==> src/rtl/core/stat_pkg.sv <==
// Shared types and codes for the section table address translator.
package stat_pkg;

    localparam int ADDR_W    = 32;
    localparam int OP_W      = 2;
    localparam int IDX_W     = 6;
    localparam int CNT_W     = 7;
    localparam int CFG_IDX_W = 2;

    // Operation codes
    localparam logic [OP_W-1:0] OP_LOAD   = 2'd0;
    localparam logic [OP_W-1:0] OP_XLATE  = 2'd1;
    localparam logic [OP_W-1:0] OP_WINDOW = 2'd2;

    // Configuration register indexes
    localparam logic [CFG_IDX_W-1:0] CFG_HEADER_SIZE  = 2'd0;
    localparam logic [CFG_IDX_W-1:0] CFG_IMAGE_BYTES  = 2'd1;
    localparam logic [CFG_IDX_W-1:0] CFG_REGION_COUNT = 2'd2;

    // Command payload
    typedef struct packed {
        logic [OP_W-1:0]   op;
        logic [IDX_W-1:0]  entry_index;
        logic [ADDR_W-1:0] virt_start;
        logic [ADDR_W-1:0] virt_size;
        logic [ADDR_W-1:0] raw_base;
        logic [ADDR_W-1:0] raw_length;
        logic [ADDR_W-1:0] address;
        logic [ADDR_W-1:0] radius;
    } req_t;

    // Result payload
    typedef struct packed {
        logic              ok;
        logic [ADDR_W-1:0] raw_offset;
        logic [ADDR_W-1:0] window_first;
        logic [ADDR_W-1:0] window_last;
    } rsp_t;

    // One table slot, with the region ends precomputed at load time
    typedef struct packed {
        logic [ADDR_W-1:0] start;
        logic [ADDR_W-1:0] base;
        logic [ADDR_W-1:0] rsize;
        logic [ADDR_W-1:0] top;    // start + window size - 1
        logic [ADDR_W-1:0] t_end;  // start + max(vsize, rsize)
        logic [ADDR_W-1:0] w_end;  // start + window size
        logic              w_nz;   // window size is nonzero
    } entry_t;

    // Fields of the selected slot needed after the pick
    typedef struct packed {
        logic [ADDR_W-1:0] start;
        logic [ADDR_W-1:0] base;
        logic [ADDR_W-1:0] rsize;
        logic [ADDR_W-1:0] top;
    } read_t;

    // Query state handed from the pick stage to the resolve stages
    typedef struct packed {
        logic              valid;
        logic [OP_W-1:0]   op;
        logic              load_ok;
        logic              in_hdr;
        logic              hdr_x_ok;
        logic              any;
        logic [ADDR_W-1:0] addr;
        logic [ADDR_W-1:0] lo;
        logic [ADDR_W-1:0] hi;
        logic [ADDR_W-1:0] hdr_b;
        read_t             rd;
    } query_t;

endpackage

==> src/rtl/core/stat_resolve.sv <==
// Final two stages: offset and window arithmetic, then the result register.
module stat_resolve (
    input  logic                        clk,
    input  logic                        rst_n,
    input  logic [stat_pkg::ADDR_W-1:0] image_bytes,
    input  stat_pkg::query_t            q,
    output logic                        done,
    output stat_pkg::rsp_t              rsp
);

    typedef struct packed {
        logic                        valid;
        logic [stat_pkg::OP_W-1:0]   op;
        logic                        load_ok;
        logic                        in_hdr;
        logic                        hdr_x_ok;
        logic                        any;
        logic [stat_pkg::ADDR_W-1:0] addr;
        logic [stat_pkg::ADDR_W-1:0] base;
        logic [stat_pkg::ADDR_W-1:0] delta;
        logic                        delta_ok;
        logic [stat_pkg::ADDR_W-1:0] wa;
        logic [stat_pkg::ADDR_W-1:0] wb;
        logic                        w_found;
    } s4_t;

    s4_t                         s4_next;
    s4_t                         s4_reg;
    logic [stat_pkg::ADDR_W-1:0] reg_a;
    logic [stat_pkg::ADDR_W-1:0] reg_b;
    logic [stat_pkg::ADDR_W:0]   sum;
    stat_pkg::rsp_t              rsp_next;
    stat_pkg::rsp_t              rsp_reg;
    logic                        done_reg;

    // Stage 4: distance into region and clamped window bounds
    always_comb
    begin
        reg_a             = (q.rd.start > q.lo) ? q.rd.start : q.lo;
        reg_b             = (q.rd.top < q.hi) ? q.rd.top : q.hi;
        s4_next.valid     = q.valid;
        s4_next.op        = q.op;
        s4_next.load_ok   = q.load_ok;
        s4_next.in_hdr    = q.in_hdr;
        s4_next.hdr_x_ok  = q.hdr_x_ok;
        s4_next.any       = q.any;
        s4_next.addr      = q.addr;
        s4_next.base      = q.rd.base;
        s4_next.delta     = q.addr - q.rd.start;
        s4_next.delta_ok  = (q.addr - q.rd.start) < q.rd.rsize;
        s4_next.wa        = q.in_hdr ? q.lo : reg_a;
        s4_next.wb        = q.in_hdr ? q.hdr_b : reg_b;
        s4_next.w_found   = q.in_hdr | q.any;
    end

    always_ff @(posedge clk or negedge rst_n)
    begin
        if (!rst_n)
        begin
            s4_reg <= '0;
        end
        else
        begin
            s4_reg <= s4_next;
        end
    end

    // Stage 5: raw offset check and result select; failures give zeros
    assign sum = {1'b0, s4_reg.base} + {1'b0, s4_reg.delta};

    always_comb
    begin
        rsp_next = '0;
        case (s4_reg.op)
            stat_pkg::OP_LOAD:
            begin
                rsp_next.ok = s4_reg.load_ok;
            end
            stat_pkg::OP_XLATE:
            begin
                if (s4_reg.in_hdr)
                begin
                    if (s4_reg.hdr_x_ok)
                    begin
                        rsp_next.ok         = 1'b1;
                        rsp_next.raw_offset = s4_reg.addr;
                    end
                end
                else if (s4_reg.any && s4_reg.delta_ok && (sum < {1'b0, image_bytes}))
                begin
                    rsp_next.ok         = 1'b1;
                    rsp_next.raw_offset = sum[stat_pkg::ADDR_W-1:0];
                end
            end
            stat_pkg::OP_WINDOW:
            begin
                if (s4_reg.w_found && !(s4_reg.wb < s4_reg.wa))
                begin
                    rsp_next.ok           = 1'b1;
                    rsp_next.window_first = s4_reg.wa;
                    rsp_next.window_last  = s4_reg.wb;
                end
            end
            default:
            begin
                rsp_next = '0;
            end
        endcase
    end

    always_ff @(posedge clk or negedge rst_n)
    begin
        if (!rst_n)
        begin
            done_reg <= 1'b0;
            rsp_reg  <= '0;
        end
        else
        begin
            done_reg <= s4_reg.valid;
            rsp_reg  <= rsp_next;
        end
    end

    assign done = done_reg;
    assign rsp  = rsp_reg;

endmodule

==> config.mk <==
export PLATFORM = sky130hd
export DESIGN_NAME = stat_resolve
export DESIGN_NICKNAME = d
export VERILOG_FILES = /design/src/rtl/core/stat_pkg.sv /design/src/rtl/core/stat_resolve.sv
export SDC_FILE = /design/constraint.sdc
export NUM_CORES = 1
export LEC_CHECK = 0
export BUFFER_PORTS_ARGS = -buffer_cell sky130_fd_sc_hd__buf_2
export CAP_MARGIN = 20
export CORE_ASPECT_RATIO = 2
export CORE_UTILIZATION = 50
export DETAILED_ROUTE_END_ITERATION = 8
export PLACE_DENSITY = 0.78
export SLEW_MARGIN = 20
export SYNTH_ARGS = -nofsm -noshare
export SYNTH_HDL_FRONTEND = slang
export SYNTH_SLANG_ARGS = --single-unit
==> constraint.sdc <==
create_clock -name clk -period 4.25 [get_ports clk]
set_input_delay 1.275 -clock clk [delete_from_list [all_inputs] [get_ports clk]]
set_output_delay 1.275 -clock clk [all_outputs]
set_load 0.005 [all_outputs]
==> results by group <==
Run status
  • Status: complete, but fails checks
  • Failing checks: setup timing

Global route
  • Grt total ovfl: 0
  • Initial antenna violation count: 12
  • All-Layer GR Usage: around 30%
  • Pin count of the biggest net entering global routing: 99
  • First-pass GRT wire length: 78300 µm
  • Vias in the first global route: roughly 16000

Routing
  • Antenna viol nets, final: 0
  • Wire length per cell: 18.8 µm
  • Drt total wl: around 51000 µm
  • DR iter-0 viols: 556
  • Via-to-Cell Ratio: 5.46
  • # DRC: 0
  • DR pass1 iterations: 5
  • Vias: 14700

Worst setup path
  • Worst EP required: 4.65 ns
  • Worst-path maximum fanout: 4
  • Kind of critical path: register to register
  • Crit start category: register
  • Setup crit end kind: register
  • CP arrival: 4.95 ns

STA
  • Unrepaired setup endpoints after global routing: yes
  • Setup tns final: -7.87 ns
  • Final min period: 4.55 ns
  • Final slew viol count: 0
  • Count of final hold-check violations: 0
  • Min Hold Slack: 0.359 ns
  • Final Worst Setup Slack: -0.299 ns
  • Final setup fails: 34
  • Worst Max-Slew Pin Slew: 0.873 ns
  • Rel. slew slack: 41.8%
  • Peak Freq: 220 MHz
  • Fin crit share: 107%
  • Post-Route Skew: about 0.021 ns

Synth
  • EDFF count, synth: 0
  • Register area share after synthesis: 40.7%
  • Mux share of post-synthesis cell area: 3.25%
  • Mean post-synth cell area: 9.72 µm²
  • Cell Area, Synth: roughly 16000 µm²
  • Complex-gate fraction of the synthesized area: 15.0%
  • Async S/R FF share, synth: 100%
  • #FFs+latches synth: 267
  • Synth Warn #: 0
  • Post-Synth Simple-Gate Area: ~15%
  • Largest family of logic cells by synthesized area: adder cells
  • Syn nets: around 2200
  • Number of library cell types mapped by synthesis: 78
  • Synth Area in XOR/XNOR: under 10%
  • Cells after synthesis: 1689
  • Top_reg_cell synth: dfrtp_1
  • Post-Synth Adder-Cell Area: between 10% and 20%

Clocking
  • Worst skew pair latency: roughly 0.55 ns
  • Clock Sinks: 267
  • CTS hold repair buffers: 0
  • Clk pin slew, worst setup/hold paths: 0.07 ns
  • Clk buf depth: 3
  • CTS Buf Count: 24
  • H-tree Lvls: 1
  • CTS Root Cell: clkbuf_16
  • TritonCTS clock tree: done

Floorplanning
  • Die Y: approximately 260 µm
  • IO Count: 395
  • Cell Rows: just over 90
  • Initial core utilization: 50.9%
  • Die Area: roughly 34000 µm²
  • Die Width: 130 µm
  • Core area: 32200 µm²

Finish
  • Layout cells sized above 1: a little under a third
  • Register area: around 6700 µm²
  • Filler cell count: 2556
  • Area of the multi-input gates: 9020 µm²
  • Fin cells: between 2000 and 3000
  • Area Overhead vs Synth: 30.8%
  • Nets: 2763
  • Max reg flops: 169

Power and ir drop
  • Net switching power: between 0.002 and 0.003 W
  • Total Power: 0.00822 W
  • Leakage: 11.4 nW
  • Power share of the clock group: 28.2%
  • Sw Share: 33.0%
  • P_int: 0.00551 W
  • Pwr dens: 383 nW/µm²
  • Sequential Power Share: 34.4%
  • Peak VDD IR: around 340 µV
  • Gate power share: approximately 37%

Hold path
  • Hold Crit Class: register to register

Place
  • Final Wtd Congestion: 0.928
  • DP Wirelength: 41400 µm
  • I/O Buffers: approximately 400
  • Setup WS pre-CTS: -1.36 ns
  • Placed Instances: 2629

Run
  • Number of max-cap violations: 0
## final timing paths
kind / start / end / slack [ns] / cells past startpoint
max: s4_reg[66] / rsp[96] / -0.30 / 23
min: s4_reg[168] / done / 0.36 / 0
max reg2reg: s4_reg[66] / rsp[96] / -0.30 / 23
min reg2reg: s4_reg[168] / done / 0.36 / 0
max in group asynchronous: rst_n / s4_reg[35] / 2.68 / 2
min in group asynchronous: rst_n / rsp[94] / 0.68 / 1
## critical path, stage by stage, from the launching register on
cell,delay [ns]
dfrtp_1,0.37
ha_2,0.19
inv_2,0.06
fa_2,0.23
nor2b_4,0.05
o31a_4,0.29
o31ai_4,0.28
nand3_2,0.18
a221oi_4,0.32
buf_4,0.18
o21bai_4,0.09
xor2_2,0.16
ha_1,0.33
a211oi_2,0.07
nor2_1,0.15
a2111oi_2,0.05
buf_4,0.15
a21oi_4,0.14
buf_12,0.13
o311ai_4,0.15
and3_4,0.25
buf_4,0.14
a221oi_4,0.32
o21ai_1,0.11
## through the flow
stage / area (µm²) / utilization [%]
final: 21500 / 66.6
after global routing: 21500 / 66.6
after CTS: 21200 / 65.8
after detailed placement: 20100 / 62.5
after global placement: 20100 / 62.5
after floorplan: 16500 / -
## power groups by stage
stage	clock, W	sequential [W]	combinational, W
final	0.00232	0.00283	0.00307
after floorplan	0	0.00285	0.00172
after CTS	0.00236	0.00283	0.00298
after global placement	0	0.00287	0.00273
after global routing	0.00247	0.00284	0.00340
after detailed placement	0	0.00287	0.00284
## layer usage
layer | up-vias | wire [µm] | global-route usage (%)
met5 | - | 0 | 0
met4 | 0 | 4040 | 23.5
met3 | 189 | 2120 | 4.33
met2 | 466 | 27400 | 56.8
met1 | 7008 | 17300 | 29.2
li1 | 7079 | - | -
## layout by cell type, fill, tap and decap left out, types with 4 or more instances in the layout
cell type  instances
xor2_1             8
clkbuf_16         25
o21ai_0           36
o21ai_1           12
o211ai_1          12
buf_2            392
nor3b_1           37
a21oi_1           87
a21oi_2            6
nand2b_1           7
nand3_1           57
a31oi_1            9
o21bai_1           5
buf_4            186
buf_12             8
a21o_1            51
a21boi_0           4
dfrtp_1          267
xnor2_1           39
mux2i_1           51
o31ai_4            4
a22oi_1           32
o21a_1            20
o2111ai_1          4
clkbuf_1           4
and2_1             6
a22o_1             4
nand4_1           30
and3_1             9
nor3_1            40
diode_2           12
nand2_1           97
nor2b_1           16
nand4b_1          32
nor2_1           112
ha_1             217
inv_1            211
a211oi_1          13
clkbuf_8           4
## cells in the mapped netlist (all sizes together), types with 39 or more instances
library cell,count,area (µm²)
dfrtp,267,6680
ha,219,2740
inv,214,803
nor2,112,420
nand2,98,368
a21oi,96,495
nand3,59,305
a21o,51,383
mux2i,51,510
o21ai,51,255
nor3,41,205
xnor2,40,350
clkbuf,39,146
## what timing repair did
item                       CTS  global route
setup buffers                7            11
pin swaps                   19            41
setup endpoints to repair   34            34
gates resized for setup     31            40
cloned                       0             0
## logic make-up after synthesis
family | after synthesis
XOR/XNOR | 50
adder cells (fa/ha/maj) | 221
flip-flops | 267
buffers and inverters | 272
AND/OR/NAND/NOR | 469
AO/OA/AOI/OAI | 357
multiplexers | 53
## cell type report
cell class	instances	area share (%)
multi-input cells	1150	42.0
flip-flops and latches	267	31.1
repair buffers	588	16.5
inverters	214	3.80
clock buffers	33	3.24
well taps	427	2.49
clock inverters	10	0.647
diodes	12	0.140
Power figures use the tool's default switching activity.
